==> src/hdl/ptlt_pkg.sv <==
// ----------------------------------------------------------------------------
// ptlt_pkg
// Shared types and constants of the ping timeout and loss tracker.
// ----------------------------------------------------------------------------
package ptlt_pkg;

  localparam int MODE_W    = 3;
  localparam int PORT_W    = 4;
  localparam int LOSS_W    = 16;
  localparam int CFG_W     = 16;
  localparam int CFG_IDX_W = 1;

  localparam logic [MODE_W-1:0] MODE_PING  = 3'd0;
  localparam logic [MODE_W-1:0] MODE_PONG  = 3'd1;
  localparam logic [MODE_W-1:0] MODE_TICK  = 3'd2;
  localparam logic [MODE_W-1:0] MODE_SCAN  = 3'd3;
  localparam logic [MODE_W-1:0] MODE_QUERY = 3'd4;
  localparam logic [MODE_W-1:0] MODE_LIST  = 3'd5;

  localparam logic [CFG_IDX_W-1:0] CFG_TIMEOUT   = 1'd0;
  localparam logic [CFG_IDX_W-1:0] CFG_THRESHOLD = 1'd1;

  localparam logic [CFG_W-1:0] TIMEOUT_RST   = 16'd1000;
  localparam logic [CFG_W-1:0] THRESHOLD_RST = 16'd1;

  typedef struct packed {
    logic              ping;
    logic              pong;
    logic              tick;
    logic              query;
    logic              scan_step;
    logic              list_step;
    logic              list_end;
    logic              in_range;
    logic [PORT_W-1:0] port;
  } cmd_t;

endpackage

==> src/hdl/ptlt_ctrl.sv <==
// ----------------------------------------------------------------------------
// ptlt_ctrl
// Sequencer: decodes items and sweeps the port index for scan and list.
// ----------------------------------------------------------------------------
module ptlt_ctrl #(
  parameter int NUM_PORTS = 16,
  parameter int AW        = 4
) (
  input  logic                       clk_i,
  input  logic                       rst_ni,
  input  logic                       start_i,
  input  logic [ptlt_pkg::MODE_W-1:0] mode_i,
  input  logic [ptlt_pkg::PORT_W-1:0] port_i,
  output logic                       busy_o,
  output ptlt_pkg::cmd_t             cmd_o,
  output logic [AW-1:0]              addr_o
);
  import ptlt_pkg::*;

  localparam logic [1:0] S_IDLE = 2'd0;
  localparam logic [1:0] S_SCAN = 2'd1;
  localparam logic [1:0] S_LIST = 2'd2;
  localparam logic [1:0] S_LEND = 2'd3;

  localparam logic [AW-1:0] CNT_LAST = AW'(NUM_PORTS - 1);

  logic [1:0]    state_q, state_d;
  logic [AW-1:0] cnt_q, cnt_d;
  logic [6:0]    port_ext;
  logic          accept;

  assign port_ext = 7'(port_i);
  assign accept   = start_i && (state_q == S_IDLE);
  assign busy_o   = (state_q != S_IDLE);

  always_comb begin
    state_d = state_q;
    cnt_d   = cnt_q;
    cmd_o   = '0;
    cmd_o.port     = port_i;
    cmd_o.in_range = (port_ext < 7'(NUM_PORTS));
    addr_o  = port_ext[AW-1:0];
    case (state_q)
      S_IDLE: begin
        if (accept) begin
          case (mode_i)
            MODE_PING:  cmd_o.ping  = 1'b1;
            MODE_PONG:  cmd_o.pong  = 1'b1;
            MODE_TICK:  cmd_o.tick  = 1'b1;
            MODE_QUERY: cmd_o.query = 1'b1;
            MODE_SCAN: begin
              state_d = S_SCAN;
              cnt_d   = '0;
            end
            MODE_LIST: begin
              state_d = S_LIST;
              cnt_d   = '0;
            end
            default: ;
          endcase
        end
      end
      S_SCAN: begin
        cmd_o.scan_step = 1'b1;
        addr_o          = cnt_q;
        cnt_d           = cnt_q + 1'b1;
        if (cnt_q == CNT_LAST) begin
          state_d = S_IDLE;
        end
      end
      S_LIST: begin
        cmd_o.list_step = 1'b1;
        addr_o          = cnt_q;
        cnt_d           = cnt_q + 1'b1;
        if (cnt_q == CNT_LAST) begin
          state_d = S_LEND;
        end
      end
      S_LEND: begin
        cmd_o.list_end = 1'b1;
        state_d        = S_IDLE;
      end
      default: state_d = S_IDLE;
    endcase
  end

  always_ff @(posedge clk_i or negedge rst_ni) begin
    if (!rst_ni) begin
      state_q <= S_IDLE;
      cnt_q   <= '0;
    end else begin
      state_q <= state_d;
      cnt_q   <= cnt_d;
    end
  end

endmodule

==> src/hdl/ptlt_datapath.sv <==
// ----------------------------------------------------------------------------
// ptlt_datapath
// Per-port stamp, wait, seen and loss storage, timer, config and result regs.
// ----------------------------------------------------------------------------
module ptlt_datapath #(
  parameter int NUM_PORTS  = 16,
  parameter int TIME_WIDTH = 32,
  parameter int AW         = 4
) (
  input  logic                          clk_i,
  input  logic                          rst_ni,
  input  ptlt_pkg::cmd_t                cmd_i,
  input  logic [AW-1:0]                 addr_i,
  input  logic                          cfg_we_i,
  input  logic [ptlt_pkg::CFG_IDX_W-1:0] cfg_idx_i,
  input  logic [ptlt_pkg::CFG_W-1:0]    cfg_wdata_i,
  output logic                          result_valid_o,
  output logic [ptlt_pkg::PORT_W-1:0]   port_out_o,
  output logic                          port_valid_o,
  output logic [ptlt_pkg::LOSS_W-1:0]   loss_total_o,
  output logic                          last_o
);
  import ptlt_pkg::*;

  logic [TIME_WIDTH-1:0] time_q;
  logic [TIME_WIDTH-1:0] stamp_q [NUM_PORTS];
  logic [NUM_PORTS-1:0]  wait_q;
  logic [NUM_PORTS-1:0]  seen_q;
  logic [LOSS_W-1:0]     lost_q  [NUM_PORTS];
  logic [CFG_W-1:0]      tmo_q, thr_q;

  logic                  res_q;
  logic [PORT_W-1:0]     port_q;
  logic                  pvalid_q;
  logic [LOSS_W-1:0]     loss_q;
  logic                  last_q;

  logic                  pend_q;
  logic [PORT_W-1:0]     pend_port_q;
  logic [LOSS_W-1:0]     pend_loss_q;

  logic                  seen_r, wait_r;
  logic [LOSS_W-1:0]     lost_r;
  logic [TIME_WIDTH-1:0] elapsed;
  logic                  expired, qualify;

  assign seen_r  = seen_q[addr_i];
  assign wait_r  = wait_q[addr_i];
  assign lost_r  = lost_q[addr_i];
  assign elapsed = time_q - stamp_q[addr_i];
  assign expired = seen_r && wait_r && (elapsed > TIME_WIDTH'(tmo_q));
  assign qualify = seen_r && (lost_r >= thr_q);

  always_ff @(posedge clk_i) begin
    if (cmd_i.ping && cmd_i.in_range) begin
      stamp_q[addr_i] <= time_q;
    end
  end

  always_ff @(posedge clk_i or negedge rst_ni) begin
    if (!rst_ni) begin
      time_q <= '0;
      wait_q <= '0;
      seen_q <= '0;
      for (int i = 0; i < NUM_PORTS; i++) begin
        lost_q[i] <= '0;
      end
      tmo_q  <= TIMEOUT_RST;
      thr_q  <= THRESHOLD_RST;
      pend_q <= 1'b0;
      res_q  <= 1'b0;
    end else begin
      res_q <= 1'b0;
      if (cfg_we_i) begin
        case (cfg_idx_i)
          CFG_TIMEOUT:   tmo_q <= cfg_wdata_i;
          CFG_THRESHOLD: thr_q <= cfg_wdata_i;
          default: ;
        endcase
      end
      if (cmd_i.tick) begin
        time_q <= time_q + 1'b1;
      end
      if (cmd_i.ping && cmd_i.in_range) begin
        wait_q[addr_i] <= 1'b1;
        seen_q[addr_i] <= 1'b1;
      end
      if (cmd_i.pong && cmd_i.in_range) begin
        wait_q[addr_i] <= 1'b0;
        seen_q[addr_i] <= 1'b1;
      end
      if (cmd_i.scan_step && expired) begin
        wait_q[addr_i] <= 1'b0;
        if (lost_r != '1) begin
          lost_q[addr_i] <= lost_r + 1'b1;
        end
      end
      if (cmd_i.query) begin
        res_q <= 1'b1;
      end
      if (cmd_i.list_step && qualify) begin
        pend_q <= 1'b1;
        if (pend_q) begin
          res_q <= 1'b1;
        end
      end
      if (cmd_i.list_end) begin
        pend_q <= 1'b0;
        res_q  <= 1'b1;
      end
    end
  end

  always_ff @(posedge clk_i) begin
    if (cmd_i.query) begin
      port_q   <= cmd_i.port;
      pvalid_q <= 1'b1;
      loss_q   <= (cmd_i.in_range && seen_r) ? lost_r : '0;
      last_q   <= 1'b1;
    end
    if (cmd_i.list_step && qualify) begin
      pend_port_q <= PORT_W'(addr_i);
      pend_loss_q <= lost_r;
      port_q      <= pend_port_q;
      pvalid_q    <= 1'b1;
      loss_q      <= pend_loss_q;
      last_q      <= 1'b0;
    end
    if (cmd_i.list_end) begin
      port_q   <= pend_q ? pend_port_q : '0;
      pvalid_q <= pend_q;
      loss_q   <= pend_q ? pend_loss_q : '0;
      last_q   <= 1'b1;
    end
  end

  assign result_valid_o = res_q;
  assign port_out_o     = port_q;
  assign port_valid_o   = pvalid_q;
  assign loss_total_o   = loss_q;
  assign last_o         = last_q;

endmodule

==> src/hdl/ping_timeout_loss_tracker_top.sv <==
// ----------------------------------------------------------------------------
// ping_timeout_loss_tracker_top
// Per-port ping liveness tracker with timeout scan, loss query and listing.
// Ping, pong and tick never raise busy; a query result strobes the next cycle.
// Scan keeps busy high while it steps through the ports, one port per cycle.
// List keeps busy high over its port steps and an end step; each listed port strobes once
// the next is found, the final result in the cycle in which busy falls.
// Results cannot be stalled. Reset clears timer, waits, seen flags, counts.
// ----------------------------------------------------------------------------
module ping_timeout_loss_tracker_top #(
  parameter int NUM_PORTS  = 16,
  parameter int TIME_WIDTH = 32
) (
  input  logic                           clk_i,
  input  logic                           rst_ni,
  input  logic                           start_i,
  output logic                           busy_o,
  input  logic [ptlt_pkg::MODE_W-1:0]    mode_i,
  input  logic [ptlt_pkg::PORT_W-1:0]    port_i,
  input  logic                           cfg_we_i,
  input  logic [ptlt_pkg::CFG_IDX_W-1:0] cfg_idx_i,
  input  logic [ptlt_pkg::CFG_W-1:0]     cfg_wdata_i,
  output logic                           result_valid_o,
  output logic [ptlt_pkg::PORT_W-1:0]    port_out_o,
  output logic                           port_valid_o,
  output logic [ptlt_pkg::LOSS_W-1:0]    loss_total_o,
  output logic                           last_o
);
  import ptlt_pkg::*;

  localparam int AW = (NUM_PORTS > 1) ? $clog2(NUM_PORTS) : 1;

  cmd_t          cmd;
  logic [AW-1:0] addr;

  ptlt_ctrl #(
    .NUM_PORTS(NUM_PORTS),
    .AW       (AW)
  ) u_ctrl (
    .clk_i  (clk_i),
    .rst_ni (rst_ni),
    .start_i(start_i),
    .mode_i (mode_i),
    .port_i (port_i),
    .busy_o (busy_o),
    .cmd_o  (cmd),
    .addr_o (addr)
  );

  ptlt_datapath #(
    .NUM_PORTS (NUM_PORTS),
    .TIME_WIDTH(TIME_WIDTH),
    .AW        (AW)
  ) u_dp (
    .clk_i         (clk_i),
    .rst_ni        (rst_ni),
    .cmd_i         (cmd),
    .addr_i        (addr),
    .cfg_we_i      (cfg_we_i),
    .cfg_idx_i     (cfg_idx_i),
    .cfg_wdata_i   (cfg_wdata_i),
    .result_valid_o(result_valid_o),
    .port_out_o    (port_out_o),
    .port_valid_o  (port_valid_o),
    .loss_total_o  (loss_total_o),
    .last_o        (last_o)
  );

endmodule

==> config.mk <==
export PLATFORM = sky130hd
export DESIGN_NAME = ping_timeout_loss_tracker_top
export DESIGN_NICKNAME = d
export VERILOG_FILES = /design/src/hdl/ptlt_pkg.sv /design/src/hdl/ptlt_ctrl.sv /design/src/hdl/ptlt_datapath.sv /design/src/hdl/ping_timeout_loss_tracker_top.sv
export SDC_FILE = /design/constraint.sdc
export NUM_CORES = 1
export LEC_CHECK = 0
export BUFFER_PORTS_ARGS = -buffer_cell sky130_fd_sc_hd__buf_4
export CORE_MARGIN = 8
export CORE_UTILIZATION = 55
export DETAILED_ROUTE_END_ITERATION = 16
export HOLD_SLACK_MARGIN = 0.05
export PLACE_DENSITY = 0.71
export SLEW_MARGIN = 20
export SYNTH_ARGS = -nofsm -noshare
export SYNTH_HDL_FRONTEND = slang
export SYNTH_HIERARCHICAL = 1
export SYNTH_SLANG_ARGS = --single-unit
export TNS_END_PERCENT = 20
==> constraint.sdc <==
create_clock -name clk_i -period 25.8 [get_ports clk_i]
set_input_delay 1.29 -clock clk_i [delete_from_list [all_inputs] [get_ports clk_i]]
set_output_delay 1.29 -clock clk_i [all_outputs]
set_load 0.02 [all_outputs]
Word-level counts from Yosys, hierarchy flattened
Memories as Yosys holds them, arrays and structs flattened.
Index checks and enable logic that the tools add are counted.
Widths: inputs -> output; s select.

operators by class
  add/subtract/negate cells = 4
  multiply operators = 0
  divide/modulo/power cells = 0
  magnitude comparators = 7
  eq/ne operators = 15
  shift operators = 0
  mux-type cells = 56
  bitwise gates (word level) = 8
  reduce and logical (&&, ||, !) cells = 25

operators with widths
  operator               count
  $bwmux 256             1
  $mux 16                13
  $bmux 16 s4            1
  $demux 16 s4           1
  $or 16x16->16          3
  $mux 4                 9
  $add 32x1->32 const B  1
  $and 16x16->16         2
  $gt 32x16->1           1
  $sub 32x32->32         1
  $mux 1                 22
  $add 16x1->16 const B  1
  $ge 16x16->1           1
  $ne 16x16->1 const B   1
  $not 16->16            1
  $logic_and 1x1->1      11
  $lt 4x5->1 const B     2
  $bmux 1 s4             2
  $pmux 2 s4             1
  $pmux 4 s2             1
  $reduce_bool 2->1      4
  $eq 3x2->1 const B     2
  $eq 3x3->1 const B     2
  $mux 2                 3
  other kinds (22)       28

storage, ports and cells
  register bits after elaboration = 402
  latch bits = 0
  RAM bits = 512
  memory bits (read-only) = 0
  bits of input ports = 28
  output and inout port bits = 24
  word-level logic and storage cells = 147
  memories kept = 1

memory list
  name          depth  bits a word  rd ports  clocked after memory_dff  wr ports  RTL line             text
  u_dp.stamp_q  16     32           1         0                         1         ptlt_datapath.sv:26  logic [TIME_WIDTH-1:0] stamp_q [NUM_PORTS];

Logic depth before layout (Yosys ltp)
  depth after elaboration = 13
  depth in mapped cells = 37

Modules after synthesis
The synthesis kept the hierarchy.

by module, submodules not included
  module         times used  cells an instance  area an instance (sq um)  sequential area each (sq um)
  ptlt_datapath  1           2313               40410.0                   25493.2
  ptlt_ctrl      1           67                 608.1                     150.1

Worst setup path before layout
OpenSTA, ideal clock, no wires.

  path type = input port to flip-flop
  start = input port port_i[0] (netlist bit)
  end = register u_dp/lost_q[149] (netlist bit)
  library setup time = 0.125 ns
  arrival = 8.540 ns
  required time = 25.675 ns
  setup slack = 17.135 ns
  stages on the path = 33
  path buffers = 11
  cell sequence = inv_1 -> o21ai_0 -> buf_6 -> buf_12 -> buf_8 -> buf_8 -> buf_8 -> buf_6 -> buf_2 -> buf_1 -> mux4_2 -> mux4_2 -> inv_1 -> ha_1 -> and2_1 -> a221o_1 -> o21a_1 -> o31ai_4 -> o21ai_0 -> xor2_1 -> ha_1 -> nand4_1 -> a21oi_1 -> nor4b_1 -> o22a_1 -> o211ai_1 -> nand4b_1 -> or3_1 -> clkbuf_1 -> buf_2 -> nand2_2 -> buf_4 -> mux2_2

on the way
  cells in the longest elaborated chain, start to end = 7
  elaborated cells on any way between the ends = 24

ends and longest elaborated chain
  element                                                          RTL line                             text
  start: declaration                                               ping_timeout_loss_tracker_top.sv:19  input logic [ptlt_pkg::PORT_W-1:0] port_i,
  $mux 4 (*)                                                       ptlt_ctrl.sv:43                      case (state_q)
  net addr[0]                                                      ping_timeout_loss_tracker_top.sv:34  logic [AW-1:0] addr;
  $mem_v2 16x32, or another cell as far along                      n/a
  $sub 32x32->32, or another cell as far along                     ptlt_datapath.sv:50                  assign elapsed = time_q - stamp_q[addr_i];
  $gt 32x16->1, or another cell as far along                       ptlt_datapath.sv:51                  assign expired = seen_r && wait_r && (elapsed > TIME_WIDTH'(tmo_q));
  $logic_and 1x1->1, or another cell as far along                  ptlt_datapath.sv:51
  $logic_and 1x1->1, or another cell as far along                  ptlt_datapath.sv:92                  if (cmd_i.scan_step && expired) begin
  $reduce_and 2->1 (no line) / $bwmux 256 (equally long branches)  n/a
  end signal: indexed assignment                                   ptlt_datapath.sv:95                  lost_q[addr_i] <= lost_r + 1'b1;
  end: declaration                                                 ptlt_datapath.sv:29                  logic [LOSS_W-1:0] lost_q [NUM_PORTS];

Mark *: on every way through the listed nets, which the timed path passes. The rest lies on a longest branch. The select of a mux whose other input is x is not followed.
A chain may end at the register's enable or synchronous reset.

Final worst setup path
  start = register u_ctrl.state_q[0]
  end = register u_dp/lost_q[177] (netlist bit)

on the way
  cells in the longest elaborated chain, start to end = 9
  elaborated cells on any way between the ends = 28

ends and longest elaborated chain
  element                                                          RTL line                             text
  start: declaration                                               ptlt_ctrl.sv:27                      logic [1:0] state_q, state_d;
  start signal: assignment                                         ptlt_ctrl.sv:92                      state_q <= state_d;
  $eq 2x1->1 / $eq 2x2->1 (equally long branches)                  ptlt_ctrl.sv:43
  $reduce_or 2->1 (no line) (*)                                    n/a
  $mux 4 (*)                                                       ptlt_ctrl.sv:43
  net addr[0]                                                      ping_timeout_loss_tracker_top.sv:34
  $mem_v2 16x32, or another cell as far along                      n/a
  $sub 32x32->32, or another cell as far along                     ptlt_datapath.sv:50
  $gt 32x16->1, or another cell as far along                       ptlt_datapath.sv:51
  $logic_and 1x1->1, or another cell as far along                  ptlt_datapath.sv:51
  $logic_and 1x1->1, or another cell as far along                  ptlt_datapath.sv:92
  $reduce_and 2->1 (no line) / $bwmux 256 (equally long branches)  n/a

Marks and branches as above.

==> impl_metrics.json <==
{
  "drtIter0Drc": 2219,
  "gp_congestion": 0.872,
  "area_growth_pct": 11.3,
  "async_flop_share_pct": 39.4,
  "cts_resized": 0,
  "slew_headroom_pct": 30.3,
  "ys.flop_type": "edfxtp_1",
  "core_sq_um": 74200,
  "worst_ep_required_time_ns": 26.35,
  "p_leak_nw": 17.2,
  "fmax_ghz": 0.108,
  "syn_area_per_cell_sq_um": 17.2,
  "placed_cell_area_sq_um": 42400,
  "ant_nets": 0,
  "synthDistinctLibCells": 78,
  "ys_seq_elements": 914,
  "start_util_pct": 55.3,
  "wl_um": 95900,
  "arrival_ns": 9.83,
  "cts-buffers-inserted": 95,
  "endpoint_kind": "flop",
  "wl_per_cell_um": 27.5,
  "period_share_pct": 35.9,
  "holdWs_ns": 0.475,
  "status": "completed",
  "syn_inst": 2380,
  "clock_latency_ns": 0.67,
  "synth_edf_count": 553,
  "min_path_cells": 1,
  "cts_sinks": 914,
  "rsz0062_at_grt": "false",
  "grt_pass1_wl_um": 145000,
  "final_area_sq_um": 45600,
  "cts_hold_buf": 0,
  "post-route-min-period_ns": 9.28,
  "grt_max_degree": 199,
  "utilization_pct": 61.5,
  "tns_ns": 0,
  "final_cell_mix": "553 x edfxtp_1, 353 x dfrtp_1, 221 x mux4_2",
  "peakVddDrop_mv": 0.102,
  "drtPass1Iterations": 6,
  "cts-root-buf": "clkbuf_16",
  "overflow": 0,
  "slew_viol_final": 0,
  "reg2reg_depth": 26,
  "die_x_um": 289,
  "synth_nets": 2482,
  "grt_pass1_vias": 23169,
  "start_kind": "flop",
  "cts.clk_slew.worst_paths_ns": 0.06,
  "worst_pin_slew_ns": 1.04,
  "pwr_density_cell_nw_per_um2": 87.0,
  "antenna_found_initial": 1,
  "drv_cap": 0,
  "cts_tree": "built",
  "grtUsageTotal_pct": 23.1,
  "clockBufferDepth": 3,
  "synth_area_sq_um": 41000,
  "final_common_cell": "edfxtp_1",
  "path_max_fanout": 40,
  "skew_ns": 0.0527,
  "synth-seq-area-share_pct": 62.5,
  "dpl.hpwl_um": 55900,
  "htreeDepth": 3,
  "nets": 2547,
  "critical_path_class": "reg -> reg",
  "finalHoldViolations": 0,
  "vias": 22294,
  "io_pins": 52,
  "portBuffers": 51,
  "hp-class": "reg -> reg",
  "die_area_sq_um": 83600,
  "post_cts_buffers": 0,
  "vias_per_cell": 6.38,
  "rows": 100,
  "route.detailed.drc": 0,
  "die_h_um": 289,
  "ys_warn_count": 6,
  "final_layout_size_suffix_gt1_share_pct": 32.5,
  "setup_viol": 0
}
through the flow:
stage | setup slack (ns) | power (W) | cells
final | 16.53 | 0.00397 | 3493
after global routing | 15.88 | 0.00413 | 3491
after CTS | 16.48 | 0.00401 | 3490
after detailed placement | 16.12 | 0.00261 | 3316
after global placement | 16.21 | 0.00260 | 3316
after floorplan | 17.14 | 0.00239 | 2380
sequential cells by signal, indices dropped and copies added, names as in the netlist, 4 cells and up, named ones only:
| signal | flops |
|---|---|
| u_dp/tmo_q | 16 |
| u_dp/time_q | 32 |
| u_dp/port_out_o | 4 |
| u_dp/loss_total_o | 16 |
| u_dp/lost_q | 256 |
| u_ctrl/cnt_q | 4 |
| u_dp/wait_q | 9 |
| u_dp/pend_port_q | 4 |
| u_dp/thr_q | 16 |
| u_dp/stamp_q | 512 |
| u_dp/pend_loss_q | 16 |
| u_dp/seen_q | 9 |
synth_stat cells, drive strengths merged (9+ instances only):
library cell	n	area (sq um)
edfxtp	553	16600
dfrtp	353	8830
mux2	280	3600
mux4	248	5690
nand2	113	462
inv	79	297
nor2	78	293
ha	73	913
buf	70	584
clkbuf	59	221
a21oi	53	269
o21ai	47	239
xnor2	43	377
nand3	41	220
a21o	27	204
xor2	27	236
nand4	26	163
nor3	21	166
a22o	17	150
and3	16	105
o21bai	12	90.1
nand2b	10	62.6
a31oi	9	56.3
and2	9	58.8
o211ai	9	67.6
final timing paths:
| path | start | end | slack, ns |
|---|---|---|---|
| max | u_ctrl/state_q[0] | u_dp/lost_q[177] | 16.53 |
| min | flop | flop | 0.47 |
| max reg2reg | u_ctrl/state_q[0] | u_dp/lost_q[177] | 16.53 |
| min reg2reg | flop | flop | 0.47 |
| max in group asynchronous | rst_ni | u_dp/lost_q[99] | 23.60 |
| min in group asynchronous | rst_ni | u_dp/time_q[8] | 0.68 |
where the power goes:
part | total [W] | internal (W) | switching (W)
Clock | 0.00140 | 0.000818 | 0.000579
Sequential | 0.00163 | 0.00160 | 0.0000360
Combinational | 0.000938 | 0.000391 | 0.000547
critical path, cell delays in order (launching register included):
cell and delay (ns):
dfrtp_1 0.39, inv_1 0.15, ha_1 0.26, buf_4 0.23, o21ai_4 0.76, buf_4 0.78, buf_4 0.60, mux4_2 0.58
mux4_2 0.46, inv_1 0.10, ha_1 0.28, a21oi_1 0.32, nand2_1 0.12, or2_2 0.32, o21ai_0 0.41, xnor2_1 0.19
ha_1 0.28, nand4_1 0.21, a211oi_1 0.10, nor4b_1 0.43, o22a_1 0.21, o211ai_1 0.08, nand4b_1 0.20, or3_1 0.41
buf_4 0.26, nand2_2 0.55, mux2_2 0.41
layer usage:
| metal | up-vias | track usage (%) | part of all wire (%) |
|---|---|---|---|
| met5 | - | 0 | 0 |
| met4 | 0 | 6.05 | 2.2 |
| met3 | 147 | 3.78 | 7.0 |
| met2 | 924 | 36.0 | 47 |
| met1 | 11801 | 34.2 | 44 |
| li1 | 9422 | - | - |
cell families (layout without fill, tap and decap cells):
group / Yosys count / after routing / synth area share [%]
flip-flops: 914 / 914 / 62.5
multiplexers: 535 / 535 / 22.8
AND/OR/NAND/NOR: 349 / 349 / 4.41
AO/OA/AOI/OAI: 229 / 229 / 3.78
buffers and inverters: 208 / 350 / 2.69
adder cells (fa/ha/maj): 74 / 74 / 2.28
XOR/XNOR: 70 / 70 / 1.49
other: 1 / 3 / 0.00914
area by class of cell:
type | count | area, sq um
Clock inverter | 55 | 709
Antenna cell | 2 | 5.00
Clock buffer | 119 | 2510
Timing Repair Buffer | 97 | 793
Inverter | 79 | 297
Multi-Input combinational cell | 1258 | 14500
Sequential cell | 914 | 25600
Tap cell | 969 | 1210
Fill cell | 5207 | 28600
No activity file was read; power rests on OpenSTA's default activity.
